==> src/design/ptsg_pkg.sv <==
// shared widths, codes and the counter record of the pulse train safety gate
// no dependencies; every other design file imports this package
package ptsg_pkg;

   localparam int BYTE_COUNT_BITS = 17;
   localparam int DATA_W          = 8;
   localparam int BIT_CNT_W       = 4;
   localparam int CNT_W           = 20;
   localparam int LEN_W           = 17;
   localparam int DUTY_W          = 7;
   localparam int RUN_LIM_W       = 16;
   localparam int CSR_INDEX_W     = 2;
   localparam int CSR_DATA_W      = 17;
   localparam int VERDICT_W       = 2;

   localparam int DUTY_SCALE      = 100;
   localparam int DUTY_SCALE_W    = 7;
   localparam int BITS_PER_BYTE_SHIFT = 3;

   localparam int LEN_CMP_W = (BYTE_COUNT_BITS > LEN_W) ? BYTE_COUNT_BITS : LEN_W;
   localparam int ONES_PROD_W  = CNT_W + DUTY_SCALE_W;
   localparam int LIMIT_PROD_W = DUTY_W + BITS_PER_BYTE_SHIFT + BYTE_COUNT_BITS;
   localparam int PROD_W = (ONES_PROD_W > LIMIT_PROD_W) ? ONES_PROD_W : LIMIT_PROD_W;

   localparam logic [CNT_W-1:0]           CNT_MAX   = {CNT_W{1'b1}};
   localparam logic [BYTE_COUNT_BITS-1:0] BYTES_MAX = {BYTE_COUNT_BITS{1'b1}};

   localparam logic [LEN_W-1:0]     LENGTH_LIMIT_RESET = LEN_W'(50000);
   localparam logic [DUTY_W-1:0]    DUTY_LIMIT_RESET   = DUTY_W'(60);
   localparam logic [RUN_LIM_W-1:0] RUN_LIMIT_RESET    = RUN_LIM_W'(200);

   typedef enum logic [CSR_INDEX_W-1:0] {
      CSR_CHECK_MODE   = 2'd0,
      CSR_LENGTH_LIMIT = 2'd1,
      CSR_DUTY_LIMIT   = 2'd2,
      CSR_RUN_LIMIT    = 2'd3
   } csr_index_type;

   typedef enum logic [VERDICT_W-1:0] {
      VERDICT_PASS     = 2'd0,
      VERDICT_TOO_LONG = 2'd1,
      VERDICT_DUTY     = 2'd2,
      VERDICT_RUN      = 2'd3
   } verdict_type;

   typedef struct packed {
      logic [BYTE_COUNT_BITS-1:0] bytes;
      logic [CNT_W-1:0]           ones;
      logic [CNT_W-1:0]           run_now;
      logic [CNT_W-1:0]           run_best;
   } counters_type;

endpackage

==> src/design/ptsg_if.sv <==
// request and response channels of the pulse train safety gate
// depends on ptsg_pkg for payload widths
interface ptsg_req_if;
   import ptsg_pkg::*;

   logic                valid;
   logic                ready;
   logic [DATA_W-1:0]   data_byte;
   logic                last_byte;

   modport source (output valid, output data_byte, output last_byte, input ready);
   modport sink   (input valid, input data_byte, input last_byte, output ready);
endinterface

interface ptsg_rsp_if;
   import ptsg_pkg::*;

   logic                 valid;
   logic                 ready;
   logic [VERDICT_W-1:0] verdict;
   logic [CNT_W-1:0]     ones_counted;
   logic [CNT_W-1:0]     longest_high_run;

   modport source (output valid, output verdict, output ones_counted,
                   output longest_high_run, input ready);
   modport sink   (input valid, input verdict, input ones_counted,
                   input longest_high_run, output ready);
endinterface

==> src/design/ptsg_fold.sv <==
// folds one pattern byte, lsb first, into the running saturating counters
// depends on ptsg_pkg for the counter record and widths
module ptsg_fold (
   input  logic [ptsg_pkg::DATA_W-1:0] data_byte,
   input  ptsg_pkg::counters_type      count_now,
   output ptsg_pkg::counters_type      count_next
);
   import ptsg_pkg::*;

   logic [BIT_CNT_W-1:0] pop;
   logic [BIT_CNT_W-1:0] low_ones;
   logic [BIT_CNT_W-1:0] high_ones;
   logic [BIT_CNT_W-1:0] inner_best;
   logic [BIT_CNT_W-1:0] inner_run;
   logic                 low_open;
   logic                 high_open;
   logic [CNT_W:0]       run_sum;
   logic [CNT_W-1:0]     run_ext;
   logic [CNT_W:0]       ones_sum;
   logic [CNT_W-1:0]     best_tmp;

   always_comb begin
      pop        = '0;
      low_ones   = '0;
      high_ones  = '0;
      inner_best = '0;
      inner_run  = '0;
      low_open   = 1'b1;
      high_open  = 1'b1;
      for (int k = 0; k < DATA_W; k++) begin
         if (data_byte[k]) begin
            pop       = pop + 1'b1;
            inner_run = inner_run + 1'b1;
            if (inner_run > inner_best) begin
               inner_best = inner_run;
            end
            if (low_open) begin
               low_ones = low_ones + 1'b1;
            end
         end else begin
            inner_run = '0;
            low_open  = 1'b0;
         end
         if (data_byte[DATA_W-1-k] && high_open) begin
            high_ones = high_ones + 1'b1;
         end else begin
            high_open = 1'b0;
         end
      end

      // run carried in from earlier bytes plus the low end of this one
      run_sum = {1'b0, count_now.run_now} + (CNT_W+1)'(low_ones);
      run_ext = run_sum[CNT_W] ? CNT_MAX : run_sum[CNT_W-1:0];

      ones_sum = {1'b0, count_now.ones} + (CNT_W+1)'(pop);

      best_tmp = count_now.run_best;
      if (run_ext > best_tmp) begin
         best_tmp = run_ext;
      end
      if (CNT_W'(inner_best) > best_tmp) begin
         best_tmp = CNT_W'(inner_best);
      end

      count_next.bytes    = (count_now.bytes == BYTES_MAX) ? BYTES_MAX
                                                           : count_now.bytes + 1'b1;
      count_next.ones     = ones_sum[CNT_W] ? CNT_MAX : ones_sum[CNT_W-1:0];
      count_next.run_now  = (&data_byte) ? run_ext : CNT_W'(high_ones);
      count_next.run_best = best_tmp;
   end

endmodule

==> src/design/pulse_train_safety_gate.sv <==
// pulse train safety gate: one pattern byte per cycle while ready is high, one verdict per buffer
// a finished buffer's totals go to the verdict stage register, then to the response register
// ready drops while the verdict stage holds a buffer that the stalled response register cannot take
// reset: synchronous, clears counters and pipeline valid bits, limits go to 50000 / 60 / 200
// depends on ptsg_pkg, ptsg_if and ptsg_fold
module pulse_train_safety_gate (
   input  logic                                clock,
   input  logic                                reset,
   ptsg_req_if.sink                            req_chan,
   ptsg_rsp_if.source                          rsp_chan,
   input  logic                                csr_write_enable,
   input  logic [ptsg_pkg::CSR_INDEX_W-1:0]    csr_index,
   input  logic [ptsg_pkg::CSR_DATA_W-1:0]     csr_write_data
);
   import ptsg_pkg::*;

   logic                  check_mode_ff;
   logic [LEN_W-1:0]      length_limit_ff;
   logic [DUTY_W-1:0]     duty_limit_ff;
   logic [RUN_LIM_W-1:0]  run_limit_ff;

   counters_type          count_ff, count_in, count_fold;
   logic                  stage_valid_ff, stage_valid_in;
   counters_type          stage_count_ff, stage_count_in;
   logic                  rsp_valid_ff, rsp_valid_in;
   verdict_type           rsp_verdict_ff, rsp_verdict_in;
   logic [CNT_W-1:0]      rsp_ones_ff, rsp_ones_in;
   logic [CNT_W-1:0]      rsp_best_ff, rsp_best_in;

   logic                  out_free;
   logic                  stage_free;
   logic                  req_accept;
   logic                  run_bad;
   logic                  too_long;
   logic                  duty_bad;
   logic [PROD_W-1:0]     ones_scaled;
   logic [PROD_W-1:0]     limit_scaled;
   verdict_type           verdict;

   assign out_free       = !rsp_valid_ff || rsp_chan.ready;
   assign stage_free     = !stage_valid_ff || out_free;
   assign req_chan.ready = stage_free;
   assign req_accept     = req_chan.valid && stage_free;

   ptsg_fold u_fold (
      .data_byte  (req_chan.data_byte),
      .count_now  (count_ff),
      .count_next (count_fold)
   );

   // verdict on the captured totals of a finished buffer
   always_comb begin
      run_bad      = CNT_W'(run_limit_ff) <= stage_count_ff.run_best;
      too_long     = LEN_CMP_W'(stage_count_ff.bytes) > LEN_CMP_W'(length_limit_ff);
      ones_scaled  = PROD_W'(stage_count_ff.ones) * PROD_W'(DUTY_SCALE);
      limit_scaled = (PROD_W'(duty_limit_ff) * PROD_W'(stage_count_ff.bytes))
                     << BITS_PER_BYTE_SHIFT;
      duty_bad     = ones_scaled >= limit_scaled;
      if (check_mode_ff) begin
         verdict = run_bad ? VERDICT_RUN : VERDICT_PASS;
      end else if (too_long) begin
         verdict = VERDICT_TOO_LONG;
      end else if (duty_bad) begin
         verdict = VERDICT_DUTY;
      end else begin
         verdict = run_bad ? VERDICT_RUN : VERDICT_PASS;
      end
   end

   always_comb begin
      count_in       = count_ff;
      stage_valid_in = stage_valid_ff;
      stage_count_in = stage_count_ff;
      rsp_valid_in   = rsp_valid_ff;
      rsp_verdict_in = rsp_verdict_ff;
      rsp_ones_in    = rsp_ones_ff;
      rsp_best_in    = rsp_best_ff;

      if (out_free) begin
         rsp_valid_in   = stage_valid_ff;
         rsp_verdict_in = verdict;
         rsp_ones_in    = stage_count_ff.ones;
         rsp_best_in    = stage_count_ff.run_best;
      end
      if (stage_free) begin
         stage_valid_in = req_accept && req_chan.last_byte;
      end
      if (req_accept) begin
         if (req_chan.last_byte) begin
            stage_count_in = count_fold;
            count_in       = '0;
         end else begin
            count_in = count_fold;
         end
      end
   end

   always_ff @(posedge clock) begin
      if (reset) begin
         check_mode_ff   <= 1'b0;
         length_limit_ff <= LENGTH_LIMIT_RESET;
         duty_limit_ff   <= DUTY_LIMIT_RESET;
         run_limit_ff    <= RUN_LIMIT_RESET;
      end else if (csr_write_enable) begin
         case (csr_index_type'(csr_index))
            CSR_CHECK_MODE:   check_mode_ff   <= csr_write_data[0];
            CSR_LENGTH_LIMIT: length_limit_ff <= csr_write_data[LEN_W-1:0];
            CSR_DUTY_LIMIT:   duty_limit_ff   <= csr_write_data[DUTY_W-1:0];
            CSR_RUN_LIMIT:    run_limit_ff    <= csr_write_data[RUN_LIM_W-1:0];
            default: begin
            end
         endcase
      end
   end

   always_ff @(posedge clock) begin
      if (reset) begin
         count_ff       <= '0;
         stage_valid_ff <= 1'b0;
         rsp_valid_ff   <= 1'b0;
      end else begin
         count_ff       <= count_in;
         stage_valid_ff <= stage_valid_in;
         rsp_valid_ff   <= rsp_valid_in;
      end
   end

   always_ff @(posedge clock) begin
      stage_count_ff <= stage_count_in;
      rsp_verdict_ff <= rsp_verdict_in;
      rsp_ones_ff    <= rsp_ones_in;
      rsp_best_ff    <= rsp_best_in;
   end

   assign rsp_chan.valid            = rsp_valid_ff;
   assign rsp_chan.verdict          = rsp_verdict_ff;
   assign rsp_chan.ones_counted     = rsp_ones_ff;
   assign rsp_chan.longest_high_run = rsp_best_ff;

   // last byte lands in the verdict stage
   a_last_to_stage: assert property (@(posedge clock) disable iff (reset)
      req_accept && req_chan.last_byte |=> stage_valid_ff)
      else $error("last byte did not reach the verdict stage");

   // counters start over after a verdict
   a_clear_after_last: assert property (@(posedge clock) disable iff (reset)
      req_accept && req_chan.last_byte |=> count_ff == '0)
      else $error("counters not cleared after last byte");

   // longest run covers the open run
   a_best_covers_now: assert property (@(posedge clock) disable iff (reset)
      count_ff.run_best >= count_ff.run_now)
      else $error("longest run below current run");

   // no run can exceed the ones counted
   a_ones_cover_best: assert property (@(posedge clock) disable iff (reset)
      count_ff.ones >= count_ff.run_best)
      else $error("longest run exceeds ones count");

endmodule

==> src/flat_wrapper.sv <==
// flat-port wrapper written by rule: the top's interface ports become plain ports
module pulse_train_safety_gate_flat import ptsg_pkg::*;
  (clock, reset, csr_write_enable, csr_index, csr_write_data, req_chan_valid, req_chan_data_byte, req_chan_last_byte, req_chan_ready, rsp_chan_valid, rsp_chan_verdict, rsp_chan_ones_counted, rsp_chan_longest_high_run, rsp_chan_ready);
  ptsg_req_if req_chan_i ();
  ptsg_rsp_if rsp_chan_i ();
  input  logic clock;
  input  logic reset;
  input  logic csr_write_enable;
  input  logic [ptsg_pkg::CSR_INDEX_W-1:0] csr_index;
  input  logic [ptsg_pkg::CSR_DATA_W-1:0] csr_write_data;
  input wire logic [$bits(req_chan_i.valid)-1:0] req_chan_valid;
  input wire logic [$bits(req_chan_i.data_byte)-1:0] req_chan_data_byte;
  input wire logic [$bits(req_chan_i.last_byte)-1:0] req_chan_last_byte;
  output wire logic [$bits(req_chan_i.ready)-1:0] req_chan_ready;
  output wire logic [$bits(rsp_chan_i.valid)-1:0] rsp_chan_valid;
  output wire logic [$bits(rsp_chan_i.verdict)-1:0] rsp_chan_verdict;
  output wire logic [$bits(rsp_chan_i.ones_counted)-1:0] rsp_chan_ones_counted;
  output wire logic [$bits(rsp_chan_i.longest_high_run)-1:0] rsp_chan_longest_high_run;
  input wire logic [$bits(rsp_chan_i.ready)-1:0] rsp_chan_ready;
  assign req_chan_i.valid = req_chan_valid;
  assign req_chan_i.data_byte = req_chan_data_byte;
  assign req_chan_i.last_byte = req_chan_last_byte;
  assign req_chan_ready = req_chan_i.ready;
  assign rsp_chan_valid = rsp_chan_i.valid;
  assign rsp_chan_verdict = rsp_chan_i.verdict;
  assign rsp_chan_ones_counted = rsp_chan_i.ones_counted;
  assign rsp_chan_longest_high_run = rsp_chan_i.longest_high_run;
  assign rsp_chan_i.ready = rsp_chan_ready;
  pulse_train_safety_gate u_core (.clock(clock), .reset(reset), .req_chan(req_chan_i), .rsp_chan(rsp_chan_i), .csr_write_enable(csr_write_enable), .csr_index(csr_index), .csr_write_data(csr_write_data));
endmodule
==> config.mk <==
export PLATFORM = sky130hd
export DESIGN_NAME = pulse_train_safety_gate_flat
export DESIGN_NICKNAME = d
export VERILOG_FILES = /design/src/design/ptsg_pkg.sv /design/src/design/ptsg_if.sv /design/src/design/ptsg_fold.sv /design/src/design/pulse_train_safety_gate.sv /design/src/flat_wrapper.sv
export SDC_FILE = /design/constraint.sdc
export NUM_CORES = 1
export LEC_CHECK = 0
export BUFFER_PORTS_ARGS = -buffer_cell sky130_fd_sc_hd__clkbuf_2
export CAP_MARGIN = 20
export CORE_ASPECT_RATIO = 0.9
export CORE_UTILIZATION = 30
export CTS_BUF_LIST = sky130_fd_sc_hd__clkbuf_2
export CTS_CLUSTER_DIAMETER = 40
export DETAILED_ROUTE_END_ITERATION = 12
export REMOVE_ABC_BUFFERS = 1
export SLEW_MARGIN = 5
export SYNTH_ARGS = -nofsm -noshare
export SYNTH_HDL_FRONTEND = slang
export SYNTH_SLANG_ARGS = --single-unit
export TNS_END_PERCENT = 1
==> constraint.sdc <==
create_clock -name clock -period 24.4 [get_ports clock]
set_input_delay 4.88 -clock clock [delete_from_list [all_inputs] [get_ports clock]]
set_output_delay 4.88 -clock clock [all_outputs]
set_load 0.02 [all_outputs]
# Word level (Yosys, flattened, before mapping)

Index checks and enable logic that the tools add are counted.

Equality and inequality tests: 4
Muxes and demuxes: 75
$lt $le $gt $ge: 12
Reductions and logical operators: 20
Multiply operators: 2
$add $sub $neg: 29

Operators by type and width:

| kind                                                | count |
|---|---|
| 2-to-1 mux 4 bit                                    | 48 |
| adder 4 x 1 -> 4 bit (second input constant)        | 26 |
| 2-to-1 mux 20 bit                                   | 5 |
| 2-to-1 mux 77 bit                                   | 1 |
| adder 20 x 4 -> 21 bit                              | 2 |
| greater-than comparator 4 bit                       | 7 |
| >= comparator 27 bit                                | 1 |
| multiplier 20 x 5 -> 25 bit (second input constant) | 1 |
| multiplier 7 x 17 -> 24 bit                         | 1 |
| greater-than comparator 20 bit                      | 1 |
| greater-than comparator 4 x 20 -> 1 bit             | 1 |
| <= comparator 16 x 20 -> 1 bit                      | 1 |
| adder 17 x 1 -> 17 bit (second input constant)      | 1 |
| == test 17 bit (second input constant)              | 1 |
| greater-than comparator 17 bit                      | 1 |
| 2-to-1 mux 17 bit                                   | 1 |
| 2-to-1 mux 1 bit                                    | 16 |
| AND reduction 2 bit                                 | 5 |
| logical AND 1 bit                                   | 9 |
| 2-to-1 mux 2 bit                                    | 4 |
| AND reduction 8 bit                                 | 1 |
| == test 2 bit (second input constant)               | 2 |
| == test 2 x 1 -> 1 bit (second input constant)      | 1 |
| logical NOT 1 bit                                   | 2 |
| 2 further kinds                                     | 3 |

Output and inout bits: 44
Logic and storage cells: 158
Register bits: 219

# Depth between registers and ports, before layout

Depth in word-level cells: 29
Depth in mapped cells: 50
Depth with buffers taken out: 48

# By module

A second synthesis with hierarchy kept.

Cells, all modules: 2204
Area total of the unflattened synthesis: 19353.6 um^2

By module, submodules not included:

| module                  | area each (um^2) | times used | cells each | sequential area each (um^2) |
|---|---|---|---|---|
| pulse_train_safety_gate | 14541.4          | 1          | 1480       | 5375.2 |
| ptsg_fold               | 4812.1           | 1          | 724        | 0.0 |

# Worst setup path before layout

OpenSTA, ideal clock, no wires.

Kind: input to register
Start point: input req_chan_data_byte[0]
End point: register u_core.count_ff[2] (netlist bit)
Arrival time: 13279 ps
Setup time: 70 ps
Stages: 44
Path buffers: 4
Setup slack: 11051 ps
Path through: ha_1 ha_1 mux2i_1 inv_1 ha_1 inv_1 a21oi_1 ha_1 mux2i_1 a21oi_1 ha_1 nand2_1 nand2_1 ha_1 mux2i_1 o21ai_0 fa_1 a21o_1 (+8 left out) o21ai_0 o211ai_1 o2bb2ai_1 clkbuf_1 clkbuf_1 a21oi_1 ha_1 nor2b_1 o21ai_0 nand2b_1 a21oi_1 a41oi_1 o21ai_0 or4b_1 clkbuf_1 buf_2 a2111o_1 a21oi_1

Cells in the longest elaborated chain, start to end: 29

Ends and longest elaborated chain:

| item                                    | line                             | RTL |
|---|---|---|
| start: declaration                      | flat_wrapper.sv:12               | `input wire logic [$bits(req_chan_i.data_byte)-1:0] req_chan_data_byte;` |
| 2-to-1 mux 1 bit                        | ptsg_fold.sv:31                  | `if (data_byte[k]) begin` |
| adder 4 x 1 -> 4 bit                    | ptsg_fold.sv:33, ptsg_fold.sv:38 |  |
| 2-to-1 mux 4 bit                        | ptsg_fold.sv:37                  | `if (low_open) begin` |
| 2-to-1 mux 4 bit                        | ptsg_fold.sv:31                  |  |
| adder 4 x 1 -> 4 bit                    | ptsg_fold.sv:38                  | `low_ones = low_ones + 1'b1;` |
| 2-to-1 mux 4 bit                        | ptsg_fold.sv:37                  |  |
| 2-to-1 mux 4 bit                        | ptsg_fold.sv:31                  |  |
| adder 4 x 1 -> 4 bit                    | ptsg_fold.sv:38                  |  |
| (+13 left out)                          | --                               |  |
| 2-to-1 mux 4 bit                        | ptsg_fold.sv:31                  |  |
| adder 20 x 4 -> 21 bit                  | ptsg_fold.sv:52                  | `run_sum = {1'b0, count_now.run_now} + (CNT_W+1)'(low_ones);` |
| 2-to-1 mux 20 bit                       | ptsg_fold.sv:53                  | `run_ext = run_sum[CNT_W] ? CNT_MAX : run_sum[CNT_W-1:0];` |
| greater-than comparator 20 bit          | ptsg_fold.sv:58                  | `if (run_ext > best_tmp) begin` |
| 2-to-1 mux 20 bit                       | ptsg_fold.sv:58                  |  |
| greater-than comparator 4 x 20 -> 1 bit | ptsg_fold.sv:61                  | `if (CNT_W'(inner_best) > best_tmp) begin` |
| 2-to-1 mux 20 bit (*)                   | ptsg_fold.sv:61                  |  |
| 2-to-1 mux 77 bit (*)                   | pulse_train_safety_gate.sv:89    | `if (req_chan.last_byte) begin` |
| end signal: assignment                  | pulse_train_safety_gate.sv:122   | `count_ff <= count_in;` |
| end: declaration                        | pulse_train_safety_gate.sv:22    | `counters_type count_ff, count_in, count_fold;` |

Mark *: on every way between the ends. The rest lies on a longest branch, timed or not.
A chain may end at the register's enable or synchronous reset.

==> results.md <==
- The number of CTS-inserted buffers is 67.
- The kind of capture point of the worst setup path is a register.
- The worst hold path class is register to register.
- At the pin with the least slew margin, the transition time is 954 ps.
- The number of failing hold endpoints at the final stage is 0.
- Post-CTS timing repair inserted 0 buffers for setup.
- Counting tap cells, the placed design contains a total of 2907 instances.
- The count of unique library cells instantiated by Yosys is 74.
- The initial cell density of the core is 30.5%.
- The number of global-route vias before repair was 15300.
- The wire length of the first global-routing pass is 76.0 mm.
- The maximum clock frequency is 72.8 MHz.
- The multi-input combinational cell area is 11800 sq um.
- The post-cts hold buffer count is 0.
- After routing, the total negative slack on setup checks comes to 0 ps.
- The async set-or-reset flop fraction in the synthesized netlist is 0%.
- The number of optimization iterations in the first detailed-route pass is 5.
- Once detail routing completed, the nets flagged for antenna violations numbered 0.
- For the worst setup path, the data arrival time is 14550 ps.
- At the end of routability-driven placement, the weighted congestion stood at 0.947.
- Along the worst path, the maximum fanout reaches 15.
- The final HPWL from detailed placement is 34.5 mm.
- The total count of max-transition violations in the final report is 0.
- Entering global routing, the biggest net connects 83 pins.
- After clock tree synthesis, the clock-pin slew on the worst setup and hold paths is 110 ps.
- After synthesis, flip-flops and latches occupy 29.2% of the total area.
- The die is 263 microns wide.
- The minimum setup slack among reg-to-reg paths is 17150 ps.
- In the layout the commonest cells are 310 x nand2_1, 254 x inv_1, 233 x ha_1.
- The synthesized netlist occupies a cell area of 18400 sq um.
- The largest vdd supply drop is 32.5 uV.
- In this run the tightest slew margin relative to its limit is 36.4%.
- Leaving out fill and tap cells, the most frequent cell in the layout is nand2_1.
- The average size of a mapped cell is 8.71 sq um.
- Setup repair after global routing left no endpoint under its margin.
- The endpoint identified for the worst register-to-register timing path is u_core.rsp_chan.verdict[1].
- The signed area change from the synthesized netlist to the final layout is 9.75%.
- The power consumption is 0.00135 W.
- The initial antenna violation count came to 3.
- The termination of the worst setup path is u_core.stage_count_ff[3].
- The final clock skew is 99.9 ps.
- The type of element launching the critical path is an input port.
- For this run, the number of standard cells in the final layout without fillers is 3032.
- The root buffer cell chosen for the clock tree is clkbuf_2.
- Post-CTS repair changed the size of 0 cells.
- After synthesis the netlist holds a flip-flop and latch count of 219.
- Of the cells placed in the final design, the portion with a size suffix greater than 1 is 10.2%.
- The overall track demand over capacity in global routing is 14.8%.
- The flip-flop and latch area is 5380 sq um.
- The detailed-route wire length is 45.6 mm.
- The final net count is 2551.
- Yosys printed 0 warnings.
- The die covers 62300 sq um.
- The total via count in the routed design is 15200.
- The post-layout minimum cycle time is 13740 ps.
- Among all flip-flop cells after synthesis, the most frequent one is dfxtp_1.
- The number of buffers and inverters on the critical path is 4.
- In this run the count of I/O pins placed on the die edge is 77.
- The clock tree from TritonCTS is done.
- The slowest stage cell on the critical path is or4b_1.
- The power density over the cells is 66.8 nW/um^2.
- The synthesized instance count is 2112.
- The worst-case reg-to-reg path depth is 30.
- For the worst setup path, the data required time is 25210 ps.
- Dividing the final minimum period by the clock period gives 56.3%.
- The total number of placement rows is 85.
- In the routed design, unresolved DRC markers number 0.
- By instance count, the cell type seen most on the critical path is ha_1.
- The routed length per instance is 15.0 microns.
- The maximum level of the CTS H-tree is 3.
- The tree built by TritonCTS fans out to 219 sinks.
- In this run the static leakage power is 9.49 nW.
- The run finished with clean final reports.
- The startpoint identified for the worst register-to-register timing path is u_core.duty_limit_ff[3].
- The detailed router finished its first iteration with 984 violations.
- The height of the die is 237 microns.
- The number of flops mapped to enable cells by yosys is 99.
- After floorplanning, the core was sized to cover 60200 sq um.
- Across the run, the number of max-cap violations was 0.
- The critical path is of the input port to register type.
- Among cell families on the critical path, the largest total delay comes from adder cells.
- The total congestion overflow is 0.
- The path length in cells of the critical path is 45.
- The later pin in the worst-skew pair is clocked with a latency of 950 ps.
- The number of vias per cell is 5.01.
- Setup violations remaining at the end of the flow were counted as 0.
- The maximum buffer depth of the clock tree is 3.
- The startpoint of the most critical setup path is req_chan_data_byte[1].
- Port buffering added 76 buffers.
- For this run, the slowest stage of the critical path takes 770 ps.
- Fill cells in the final layout number 6321.
==> worst min-delay path by stage <==
| stage | start | end | slack, ps | cells after the start |
|---|---|---|---|---|
| global route | u_core.stage_count_ff[8] | u_core.rsp_chan.longest_high_run[8] | 470 | 0 |
| detailed placement | u_core.stage_count_ff[9] | u_core.rsp_chan.longest_high_run[9] | 440 | 0 |
| finish | u_core.stage_count_ff[8] | u_core.rsp_chan.longest_high_run[8] | 460 | 0 |
| floorplan | u_core.stage_count_ff[10] | u_core.rsp_chan.longest_high_run[10] | 430 | 0 |
| global placement | u_core.stage_count_ff[9] | u_core.rsp_chan.longest_high_run[9] | 450 | 0 |
| CTS | u_core.stage_count_ff[9] | u_core.rsp_chan.longest_high_run[9] | 450 | 0 |
==> state kept, by name, indices dropped and copies added, names as in the netlist <==
signal	cells
u_core.check_mode_ff	1
u_core.count_ff	77
u_core.duty_limit_ff	7
u_core.length_limit_ff	17
u_core.rsp_chan.longest_high_run	20
u_core.rsp_chan.ones_counted	20
u_core.rsp_chan.valid	1
u_core.rsp_chan.verdict	2
u_core.run_limit_ff	16
u_core.stage_count_ff	57
u_core.stage_valid_ff	1
==> metal layers <==
metal  GRT usage, %  up-vias  part of all wire, %
li1               -     7445                    -
met1           19.4     7319                   46
met2           24.9      357                   47
met3           2.59       73                  4.6
met4           4.41        0                  1.9
met5              0        -                    0
==> logic make-up after synthesis <==
family | Yosys count | synth area share, %
and+or+nand+nor | 707 | 17.7
AOI/OAI and AO/OA | 410 | 14.3
buffers and inverters | 329 | 6.78
adders and majority gates | 324 | 25.8
DFF | 219 | 29.2
xor gates and xnor gates | 93 | 4.43
muxes | 30 | 1.78
==> cells in the mapped netlist (16+ instances only) <==
cell type / instances / area share (%)
dfxtp_1: 120 / 13
and3_1: 23 / 0.78
nor3_1: 29 / 0.79
fa_1: 91 / 9.9
o21ai_0: 76 / 2.1
nand3_1: 44 / 1.2
ha_1: 233 / 16
inv_1: 256 / 5.2
o21a_1: 19 / 0.78
xor2_1: 33 / 1.6
nor2b_1: 19 / 0.65
edfxtp_1: 99 / 16
a31oi_1: 28 / 0.95
nor2_1: 146 / 3.0
a22oi_1: 54 / 2.2
xnor2_1: 60 / 2.9
mux2_2: 16 / 0.98
clkbuf_1: 67 / 1.4
nand2_1: 311 / 6.3
a21oi_1: 129 / 3.5
nand4_1: 21 / 0.71
a21o_1: 38 / 1.6
and2_1: 40 / 1.4
==> metrics by stage <==
step	setup WS, ps	utilization [%]	area, sq um	hold slack [ps]
6_report	10660	33.5	20200	461
4_1_cts	10910	33.5	20200	449
3_5_place_dp	9850	32.5	19500	443
5_1_grt	9880	33.5	20200	469
2_1_floorplan	10630	-	18100	426
3_3_place_gp	10280	32.5	19500	448
==> cell type report <==
cell class              count  area share, %
diodes                      2         0.0248
multi-input cells        1564           58.4
clock inverters            30          0.794
well taps                 783           4.86
flip-flops and latches    219           26.6
repair buffers             86           2.29
inverters                 256           4.76
clock buffers              92           2.28
==> report_power, final <==
| group | internal (W) | switching, W |
|---|---|---|
| registers | 0.000404 | 0.0000192 |
| clock network | 0.000115 | 0.000173 |
| logic | 0.000277 | 0.000358 |
| total | 0.000797 | 0.000550 |
No activity file was read; power rests on OpenSTA's default activity.
